$ cat config.mk
export PLATFORM = sky130hd
export DESIGN_NAME = cht_mod
export DESIGN_NICKNAME = d
export VERILOG_FILES = /design/src/chained_hash_table_top_defines.svh /design/src/cht_pkg.sv /design/src/cht_mod.sv
export SDC_FILE = /design/constraint.sdc
export NUM_CORES = 1
export LEC_CHECK = 0
export BUFFER_PORTS_ARGS = -buffer_cell sky130_fd_sc_hd__buf_4
export CORE_ASPECT_RATIO = 1.1
export CORE_MARGIN = 4
export CORE_UTILIZATION = 36
export CTS_CLUSTER_SIZE = 25
export DETAILED_ROUTE_END_ITERATION = 10
export MAX_ROUTING_LAYER = met4
export PLACE_DENSITY = 0.7
export SETUP_SLACK_MARGIN = 0.2
export SYNTH_ARGS = -nofsm -noshare
export SYNTH_HDL_FRONTEND = slang
export SYNTH_SLANG_ARGS = --single-unit
$ cat constraint.sdc
create_clock -name clk -period 0.8 [get_ports clk]
set_clock_uncertainty 0.05 [all_clocks]
set_input_delay 0.08 -clock clk [delete_from_list [all_inputs] [get_ports clk]]
set_output_delay 0.08 -clock clk [all_outputs]
set_load 0.02 [all_outputs]
$ cat src/chained_hash_table_top_defines.svh
// Assertion macros shared by the hash table RTL.
// Each macro expects a clock named clk and a reset named rst in scope.
`ifndef CHAINED_HASH_TABLE_TOP_DEFINES_SVH
`define CHAINED_HASH_TABLE_TOP_DEFINES_SVH

// Same-cycle implication, inactive during reset.
`define CHT_ASSERT_NOW(lbl, pre, post) \
  lbl: assert property (@(posedge clk) disable iff (rst) (pre) |-> (post)) \
    else $error("hash table check failed");

// Next-cycle implication, inactive during reset.
`define CHT_ASSERT_NEXT(lbl, pre, post) \
  lbl: assert property (@(posedge clk) disable iff (rst) (pre) |=> (post)) \
    else $error("hash table check failed");

`endif

$ cat src/cht_pkg.sv
// ----------------------------------------------------------------------------
// cht_pkg
// Shared types and constants of the chained hash table.
// ----------------------------------------------------------------------------
package cht_pkg;

  localparam int KEY_W    = 31;
  localparam int VAL_W    = 32;
  localparam int EMPTY_W  = 10;
  localparam int COUNT_W  = 11;

  typedef enum logic [1:0] {
    ACT_INSERT = 2'd0,
    ACT_LOOKUP = 2'd1,
    ACT_STATS  = 2'd2,
    ACT_NONE   = 2'd3
  } action_t;

  typedef enum logic [1:0] {
    STS_OK      = 2'd0,
    STS_MISSING = 2'd1,
    STS_FULL    = 2'd2,
    STS_UNUSED  = 2'd3
  } status_t;

endpackage

$ cat src/cht_mod.sv
// ----------------------------------------------------------------------------
// cht_mod
// Key-mod-BUCKETS unit by reciprocal multiplication.
// ----------------------------------------------------------------------------
module cht_mod import cht_pkg::*; #(
  parameter int BUCKETS = 512
) (
  input  logic                                  clk,
  input  logic                                  rst,
  input  logic                                  start,
  input  logic [KEY_W-1:0]                      key,
  output logic                                  done,
  output logic [(BUCKETS > 1 ? $clog2(BUCKETS) : 1)-1:0] bucket
);

  localparam int BW = (BUCKETS > 1) ? $clog2(BUCKETS) : 1;
  // The reciprocal is scaled by 2**SHIFT and rounded up, which makes the
  // quotient exact for every key of KEY_W bits.
  localparam int SHIFT = KEY_W + ((BUCKETS > 1) ? $clog2(BUCKETS) : 0);
  localparam logic [63:0] RECIP =
    ((64'd1 << SHIFT) + 64'(BUCKETS) - 64'd1) / 64'(BUCKETS);
  localparam int LO_W = 17;
  localparam int HI_W = 15;
  localparam logic [LO_W-1:0] RECIP_LO = RECIP[LO_W-1:0];
  localparam logic [HI_W-1:0] RECIP_HI = RECIP[LO_W+HI_W-1:LO_W];
  localparam logic [BW:0]     DIVISOR  = (BW + 1)'(BUCKETS);

  logic [KEY_W-1:0]      key_q;
  logic [KEY_W+LO_W-1:0] prod_lo;
  logic [KEY_W+HI_W-1:0] prod_hi;
  logic [63:0]           prod;
  logic [63:0]           prod_sh;
  logic [KEY_W-1:0]      quot;
  logic [KEY_W-1:0]      diff;
  logic [BW-1:0]         rem;
  logic [2:0]            stage;

  // Join the partial products, take the quotient and the remainder.
  always_comb begin
    prod    = 64'(prod_lo) + (64'(prod_hi) << LO_W);
    prod_sh = prod >> SHIFT;
    diff    = key_q - KEY_W'(quot * DIVISOR);
  end

  // Step sequencer: key, partial products, quotient, remainder.
  always_ff @(posedge clk) begin
    if (rst) begin
      stage <= '0;
      done  <= 1'b0;
    end else begin
      stage <= {stage[1:0], start};
      done  <= stage[2];
    end
  end

  // Datapath registers.
  always_ff @(posedge clk) begin
    if (start) begin
      key_q <= key;
    end
    prod_lo <= key_q * RECIP_LO;
    prod_hi <= key_q * RECIP_HI;
    quot    <= prod_sh[KEY_W-1:0];
    rem     <= diff[BW-1:0];
  end

  assign bucket = rem;

endmodule

==> run_results.csv, run 1 <==
group,metric,value,unit
outcome,status,"finished, violations left",
outcome,violations,"hold timing, setup timing",
timing,finalCritPeriodShare,1.09,
placement,io_buffers,21,
synth,synth_top_area_frac,0.486,
drt,drc_errors,0,
grt,grt_first_pass_wirelength,1160,um
synth,ys_top_cells_by_count,"dfxtp_1, edfxtp_1, nor2b_1",
cts,cts_tree,"yes",
layout,fillers,115,
power,power.switching,383,uW
power,p_seq_frac,0.665,
worst_setup_path,crit_start,"bucket[3]",
synth,syn_nets,60,
timing,hold_slack,-99.6,ps
die,start_util,0.392,
timing,tightestPinTransition,125,ps
timing,min_period,870,ps
placement,place_ws,207,ps
layout,area_delta_synth_final,45.7,%
drt,postRouteAntennaNets,0,
worst_setup_path,r2r.worst_path.cells,1,
timing,max_clock_freq,1150,MHz
worst_setup_path,cp.arrival,740,ps
worst_setup_path,cp-endpoint,"bucket[3]",
drt,via_per_inst,4.09,
worst_setup_path,worst-path-max-fanout,1,
grt,track_usage,0.0765,
timing,relSlewSlack,0.916,
power,p_int,1.54,mW
synth,synth_area_leader_cell,"edfxtp_1",
layout,post-route-util,0.571,
layout,drive_gt1_frac,0.667,
worst_setup_path,r2r_start,"stage[2]",
power,p_leak,0.335,nW
drt,drt_iter0_drc,3,
worst_setup_path,crit_cells,1,
power,p_comb_frac,0.093,
die,fp-row-count,14,
drt,wl_per_cell,9.48,um
power,p_clk_frac,0.242,
drt,routed_wl,635,um
cts,clk_pin_slew,100,ps
timing,final_hold_viol_count,13,
synth,yosysSeqAreaShare,0.955,
synth,synth_most_common_cell,"dfxtp_1",
die,die_height,49.2,um
worst_setup_path,crit_slowest_cell,"dfxtp_2",
grt,grt_max_degree,13,
worst_setup_path,r2r_end,"done",
synth,ys.flop_type,"dfxtp_1",
grt,antenna_found_initial,0,
synth,ys_seq_elements,22,
synth,synthesis.area,556,um2
grt,grt_pass1_vias,277,
drt,dr.pass1.iters,2,
worst_setup_path,worstSetupEndpointType,"primary output",
synth,syn_avg_cell_area,21.4,um2
grt,grt_overflow,0,
worst_setup_path,cp-start-kind,"flip-flop",
power,power_density,2380,nW/um2
worst_setup_path,r2r_setup_slack,240,ps
worst_setup_path,cp_top_family,"flip-flops",
synth,synthArstFlopShare,0,
layout,diodes,0,
min_path,hold_class,"in2reg",
cts,clkLatencyLatePin,290,ps
synth,ys_top_cells_by_area,"edfxtp_1, dfxtp_1, nor2b_1",
power,peakVddDrop,0.00139,V
die,die_w,45.5,um
worst_setup_path,crit_chain,"buf_6",
timing,slew_violations,0,
layout,fin_nets,86,
timing,setup_slack,-69.7,ps
synth,synth-edff-count,9,
cts,clk_path_buf_depth,2,
cts,clock-sinks,22,
worst_setup_path,crit_required,670,ps
die,num_io_pins,44,
synth,synth_cell_types,3,
timing,finalSetupViolations,10,
placement,routabilityCongestion,0.639,
worst_setup_path,worst-path-buf-inv,1,
drt,vias,274,
synth,syn_inst,26,
worst_setup_path,max_stage_delay,330,ps
timing,rsz0062_at_grt,"true",
cts,cts_max_level,1,
job,cap_violations,0,
power,switching_share,0.199,
die,core-area,1420,um2
cts,numCtsBuffers,3,
die,die-area,2240,um2
cts,cts-root-buf,"clkbuf_4",
synth,yosysWarningCount,0,
worst_setup_path,criticalPathCategory,"reg2out",
==> power by group through the flow <==
stage | Clock [mW] | Sequential, mW | Combinational (mW)
2_1_floorplan | 0 | 1.34 | 0.00461
3_3_place_gp | 0 | 1.29 | 0.159
3_5_place_dp | 0 | 1.29 | 0.160
4_1_cts | 0.493 | 1.28 | 0.182
5_1_grt | 0.563 | 1.29 | 0.192
6_report | 0.465 | 1.28 | 0.180
==> how the worst min path moves through the flow <==
stage | start | end | depth (start not counted)
2_1_floorplan | rst | done | 1
3_3_place_gp | key[8] | key_q[8] | 1
3_5_place_dp | key[1] | key_q[1] | 1
4_1_cts | rst | done | 2
5_1_grt | key[4] | key_q[4] | 1
6_report | rst | done | 2
==> metal layers <==
| layer | part of all wire | up-vias | track usage |
|---|---|---|---|
| met1 | 0.40 | 121 | 0.0890 |
| met4 | 0 | 0 | 0.0585 |
| li1 | - | 137 | - |
| met3 | 0.16 | 0 | 0.0369 |
| met5 | 0 | - | - |
| met2 | 0.43 | 16 | 0.0977 |
==> placed cells by master, fill, tap and decap left out <==
cell and instances:
dfxtp_2 10, buf_4 11, nor2b_1 4, dfxtp_1 3
edfxtp_1 9, clkbuf_4 3, clkinv_1 1, buf_6 10
==> stage by stage <==
| stage | std cells | total power [mW] | TNS, ps | hold slack [ps] | area, um2 |
|---|---|---|---|---|---|
| after floorplan | 26 | 1.34 | 0 | 102 | 556 |
| after global placement | 63 | 1.45 | 0 | 208 | 733 |
| after detailed placement | 63 | 1.45 | 0 | 209 | 733 |
| after CTS | 67 | 1.96 | -843 | -111 | 810 |
| after global routing | 67 | 2.04 | -1180 | -127 | 810 |
| final | 67 | 1.92 | -679 | -99.6 | 810 |
==> state kept, by name, summed over array words and instances (netlist names) <==
signal,cells
bucket,9
key_q,9
stage,3
done,1
==> cell families (layout without fill, tap and decap cells) <==
group	Yosys count	after routing	share of synthesized area
buffers and inverters	0	25	0
and+or+nand+nor	4	4	0.0450
DFF	22	22	0.955
==> what timing repair did <==
| item | in CTS | in global routing |
|---|---|---|
| hold endpoints to repair | 13 | 13 |
| setup endpoints to repair | 10 | 10 |
| buffers inserted | 0 | 0 |
| resized for setup | 20 | 0 |
==> cell type report <==
| type | count | area [um2] | area share |
|---|---|---|---|
| Clock buffer | 3 | 22.5 | 0.0278 |
| Clock inverter | 1 | 3.75 | 0.00464 |
| Multi-Input combinational cell | 4 | 25.0 | 0.0309 |
| Sequential cell | 22 | 543 | 0.671 |
| Tap cell | 16 | 20.0 | 0.0247 |
| Timing Repair Buffer | 21 | 195 | 0.241 |
Note: power is estimated with default switching activity, not from simulation.
==> run 2, diff against run 1 <==
--- a/config.mk
+++ b/config.mk
@@ -6,9 +6,11 @@
 export NUM_CORES = 1
 export LEC_CHECK = 0
 export BUFFER_PORTS_ARGS = -buffer_cell sky130_fd_sc_hd__buf_4
+export CELL_PAD_IN_SITES_DETAIL_PLACEMENT = 1
+export CELL_PAD_IN_SITES_GLOBAL_PLACEMENT = 1
 export CORE_ASPECT_RATIO = 1.1
 export CORE_MARGIN = 4
-export CORE_UTILIZATION = 36
+export CORE_UTILIZATION = 27
 export CTS_CLUSTER_SIZE = 25
 export DETAILED_ROUTE_END_ITERATION = 10
 export MAX_ROUTING_LAYER = met4
==> run 2 against run 1 <==
  * The flow still finishes with violations (hold timing, setup timing)
  * Non-clock buffer count unchanged
  * Worst hold slack got worse by 3.7 ps
  * Flip-flop and latch count unchanged
  * Sequential share of layout area decreased by 3.3 points
  * Clock-buffer cell count unchanged
  * Utilization decreased by 11 points
  * Routed wire length increased by 26%
==> run_results.csv, run 2 (synthesized netlist as in run 1, its figures left out) <==
group,metric,value,unit
worst_setup_path,worst-path-max-fanout,1,
die,die_w,51.3,um
cts,cts_tree,"yes",
grt,grt_max_degree,14,
die,fp-row-count,16,
worst_setup_path,crit_required,670,ps
worst_setup_path,criticalPathCategory,"reg2out",
timing,slew_violations,0,
worst_setup_path,cp-start-kind,"flip-flop",
cts,cts-root-buf,"clkbuf_4",
grt,antenna_found_initial,0,
die,die_height,55.6,um
min_path,hold_end,"done",
grt,grt_overflow,0,
drt,routed_wl,797,um
cts,clkLatencyLatePin,290,ps
worst_setup_path,r2r.worst_path.cells,1,
timing,rsz0062_at_grt,"true",
cts,clk_pin_slew,110,ps
timing,max_clock_freq,1130,MHz
drt,drt_iter0_drc,0,
layout,area_delta_synth_final,53.4,%
timing,finalCritPeriodShare,1.10,
min_path,whs_path_depth,2,
power,p_int,1.87,mW
worst_setup_path,r2r_end,"done",
layout,fin_nets,86,
cts,numCtsBuffers,3,
layout,drive_gt1_frac,0.706,
power,switching_share,0.176,
die,start_util,0.298,
drt,postRouteAntennaNets,0,
worst_setup_path,worst-path-buf-inv,1,
timing,finalSetupViolations,10,
power,p_leak,0.348,nW
drt,dr.pass1.iters,1,
die,die-area,2850,um2
outcome,status,"finished, violations left",
timing,final_hold_viol_count,13,
grt,grt_pass1_vias,281,
job,cap_violations,0,
power,p_clk_frac,0.354,
layout,finalNonFillerCells,78,
cts,clock-sinks,22,
power,power_density,2660,nW/um2
drt,drc_errors,0,
placement,routabilityCongestion,0.554,
outcome,violations,"hold timing, setup timing",
worst_setup_path,cp_top_family,"flip-flops",
layout,final_cell_mix,"buf_4, dfxtp_2, buf_6",
placement,io_buffers,21,
drt,vias,277,
die,core-area,1860,um2
power,p_seq_frac,0.566,
worst_setup_path,crit_chain,"buf_6",
layout,layout_commonest_cell,"buf_4",
timing,setup_slack,-81.6,ps
cts,cts_max_level,1,
timing,relSlewSlack,0.916,
timing,min_period,882,ps
placement,dpl.hpwl,552,um
placement,dpl.cell_count,74,
layout,diodes,0,
power,p_comb_frac,0.080,
worst_setup_path,max_stage_delay,340,ps
worst_setup_path,r2r_setup_slack,210,ps
timing,hold_slack,-103,ps
min_path,worstHoldStart,"rst",
power,peakVddDrop,0.000985,V
worst_setup_path,r2r_start,"stage[2]",
worst_setup_path,cp.arrival,750,ps
power,power.switching,398,uW
min_path,hold_class,"in2reg",
timing,fin_tns_setup,-751,ps
die,num_io_pins,44,
layout,post-route-util,0.458,
drt,via_per_inst,3.55,
timing,tightestPinTransition,126,ps
grt,track_usage,0.0673,
worst_setup_path,crit_slowest_cell,"dfxtp_2",
grt,grt_first_pass_wirelength,1260,um
drt,wl_per_cell,10.2,um
cts,clk_path_buf_depth,2,
worst_setup_path,worstSetupEndpointType,"primary output",
==> run 2: changes by cell type in the layout (fill, tap and decap cells not counted) <==
cell       change
bufinv_16      +1
clkinv_1       -1
nor2b_1        -1
nor2b_2        +1
==> run 2: worst max path at each step <==
| stage | from | endpoint | slack, ps | cells after the start |
|---|---|---|---|---|
| after floorplan | stage[2] | done | 260 | 1 |
| after global placement | start | key_q[1] | 200 | 1 |
| after detailed placement | start | key_q[1] | 200 | 1 |
| after CTS | bucket[6] | bucket[6] | -100 | 1 |
| after global routing | done | done | -130 | 1 |
| final | done | done | -80 | 1 |
==> run 2: area by class of cell <==
| class | instances | area (um2) |
|---|---|---|
| fill | 199 | 1010 |
| multi-input combinational | 4 | 27.5 |
| sequential | 22 | 543 |
| clock inverter | 1 | 30.0 |
| clock buffer | 3 | 22.5 |
| timing repair buffer | 21 | 195 |
| tap | 27 | 33.8 |
==> run 2: repair_timing <==
action,CTS,global route
pin swaps,0,0
buffers inserted,0,0
resized for setup,20,1
setup endpoints to repair,10,11
endpoints found under the hold margin,13,13
cloned,0,0
==> run 2: power groups by stage <==
stage               sequential, mW  clock (mW)  combinational, mW
floorplan                     1.34           0            0.00461
global placement              1.29           0              0.159
detailed placement            1.29           0              0.162
CTS                           1.28       0.831              0.184
global route                  1.29       0.887              0.190
finish                        1.28       0.803              0.181
==> run 2: layer usage <==
metal | global-route usage | part of all wire | vias to the layer above
met3 | 0.0349 | 0.13 | 4
met1 | 0.0616 | 0.31 | 118
met2 | 0.0958 | 0.52 | 17
li1 | - | - | 138
met5 | - | 0 | -
met4 | 0.0674 | 0.039 | 0
==> run 2: per-stage QoR <==
stage | power [mW] | instance area (um2) | worst slack [ps]
after floorplan | 1.34 | 556 | 260
after global placement | 1.45 | 747 | 204
after detailed placement | 1.45 | 747 | 201
after CTS | 2.30 | 850 | -95.2
after global routing | 2.37 | 852 | -128
final | 2.27 | 852 | -81.6
==> run 3, diff against run 2 <==
--- a/config.mk
+++ b/config.mk
@@ -15,6 +15,7 @@
 export DETAILED_ROUTE_END_ITERATION = 10
 export MAX_ROUTING_LAYER = met4
 export PLACE_DENSITY = 0.7
+export RECOVER_POWER = 25
 export SETUP_SLACK_MARGIN = 0.2
 export SYNTH_ARGS = -nofsm -noshare
 export SYNTH_HDL_FRONTEND = slang
==> run 3 against run 2 <==
  * The run still ends with hold timing, setup timing left
  * Via count is 0.36% lower
  * First-iteration DRC count stayed put
  * Non-clock buffer count stayed put
  * Worst hold slack hardly changed
  * Critical path type unchanged
  * Largest power group unchanged
==> run_results.csv, run 3 (synthesized netlist as in run 1, its figures left out) <==
group,metric,value,unit
grt,antenna_found_initial,0,
worst_setup_path,cp-start-kind,"flip-flop",
worst_setup_path,crit_required,670,ps
layout,area_delta_synth_final,53.4,%
cts,numCtsBuffers,3,
timing,tightestPinTransition,126,ps
cts,clk_path_buf_depth,2,
layout,drive_gt1_frac,0.706,
power,switching_share,0.176,
die,num_io_pins,44,
drt,dr.pass1.iters,1,
timing,max_clock_freq,1130,MHz
min_path,hold_class,"in2reg",
worst_setup_path,cp.arrival,750,ps
worst_setup_path,cp_top_family,"flip-flops",
timing,hold_slack,-103,ps
placement,place_ws,201,ps
layout,fin_nets,86,
worst_setup_path,crit_chain,"buf_6",
timing,rsz0062_at_grt,"true",
outcome,violations,"hold timing, setup timing",
timing,finalCritPeriodShare,1.10,
grt,grt_overflow,0,
worst_setup_path,worst-path-max-fanout,1,
power,p_clk_frac,0.355,
power,p_int,1.86,mW
layout,final_cell_mix,"dfxtp_2, clkbuf_4, buf_6",
power,p_comb_frac,0.079,
worst_setup_path,r2r_start,"stage[2]",
die,die-area,2850,um2
cts,clkLatencyLatePin,290,ps
worst_setup_path,crit_slowest_cell,"dfxtp_2",
drt,postRouteAntennaNets,0,
grt,grt_first_pass_wirelength,1260,um
timing,min_period,882,ps
min_path,worstHoldStart,"rst",
cts,clock-sinks,22,
die,die_w,51.3,um
grt,track_usage,0.0673,
drt,routed_wl,792,um
timing,fin_tns_setup,-751,ps
die,start_util,0.298,
power,power.switching,398,uW
cts,cts_max_level,1,
layout,post-route-util,0.458,
drt,wl_per_cell,10.2,um
placement,io_buffers,21,
timing,relSlewSlack,0.916,
worst_setup_path,worstSetupEndpointType,"primary output",
power,peakVddDrop,0.000985,V
placement,dpl.hpwl,552,um
cts,cts-root-buf,"clkbuf_4",
power,p_seq_frac,0.566,
die,die_height,55.6,um
die,core-area,1860,um2
timing,setup_slack,-81.6,ps
layout,diodes,0,
cts,cts_tree,"yes",
drt,drt_iter0_drc,0,
worst_setup_path,criticalPathCategory,"reg2out",
cts,cts_setup_buffers,0,
drt,via_per_inst,3.54,
drt,drc_errors,0,
placement,routabilityCongestion,0.554,
worst_setup_path,max_stage_delay,340,ps
job,cap_violations,0,
timing,final_hold_viol_count,13,
worst_setup_path,crit_start,"done",
drt,vias,276,
outcome,status,"finished, violations left",
timing,finalSetupViolations,10,
die,fp-row-count,16,
worst_setup_path,worst-path-buf-inv,1,
timing,slew_violations,0,
grt,grt_max_degree,14,
grt,grt_pass1_vias,281,
power,power_density,2660,nW/um2
cts,clk_pin_slew,110,ps
power,p_leak,0.346,nW
-- run 3: changes by cell type in the layout (fill, tap and decap cells not counted), sizes merged --
cell    delta
clkbuf     +7
buf        -7
-- run 3: power by group through the flow --
stage | sequential [mW] | clock, mW | combinational (mW)
after floorplan | 1.34 | 0 | 0.00461
after global placement | 1.29 | 0 | 0.159
after detailed placement | 1.29 | 0 | 0.162
after CTS | 1.28 | 0.831 | 0.184
after global routing | 1.29 | 0.887 | 0.189
final | 1.28 | 0.802 | 0.179
-- run 3: layout make-up --
| cell class | instances | area (um2) |
|---|---|---|
| clock buffer | 3 | 22.5 |
| clock inverter | 1 | 30.0 |
| fill | 199 | 1010 |
| multi-input combinational | 4 | 27.5 |
| sequential | 22 | 543 |
| tap | 27 | 33.8 |
| timing repair buffer | 21 | 195 |
-- run 3: stage by stage --
step           hold WS (ps)  power (mW)  instance area (um2)  cells
6_report               -103        2.26                  852     78
5_1_grt                -123        2.37                  852     78
4_1_cts                -118        2.30                  850     78
3_5_place_dp            210        1.45                  747     74
3_3_place_gp            209        1.45                  747     74
2_1_floorplan           102        1.34                  556     26
-- run 3: path summary, 6_finish.rpt --
path | end | slack [ps] | cells after the start
worst max-delay path | done | -80 | 1
worst min-delay path | done | -100 | 2
worst max register to register | done | 210 | 1
worst min register to register | bucket[4] | 300 | 0
-- run 3: what timing repair did --
item,CTS,global route
setup endpoints to repair,10,11
endpoints found under the hold margin,13,13
resized for setup,20,1
-- run 3: layer usage --
metal  wire length [um]  GRT usage
met1                250     0.0616
met3                103     0.0349
met5                  0          -
met2                406     0.0958
met4                 31     0.0674
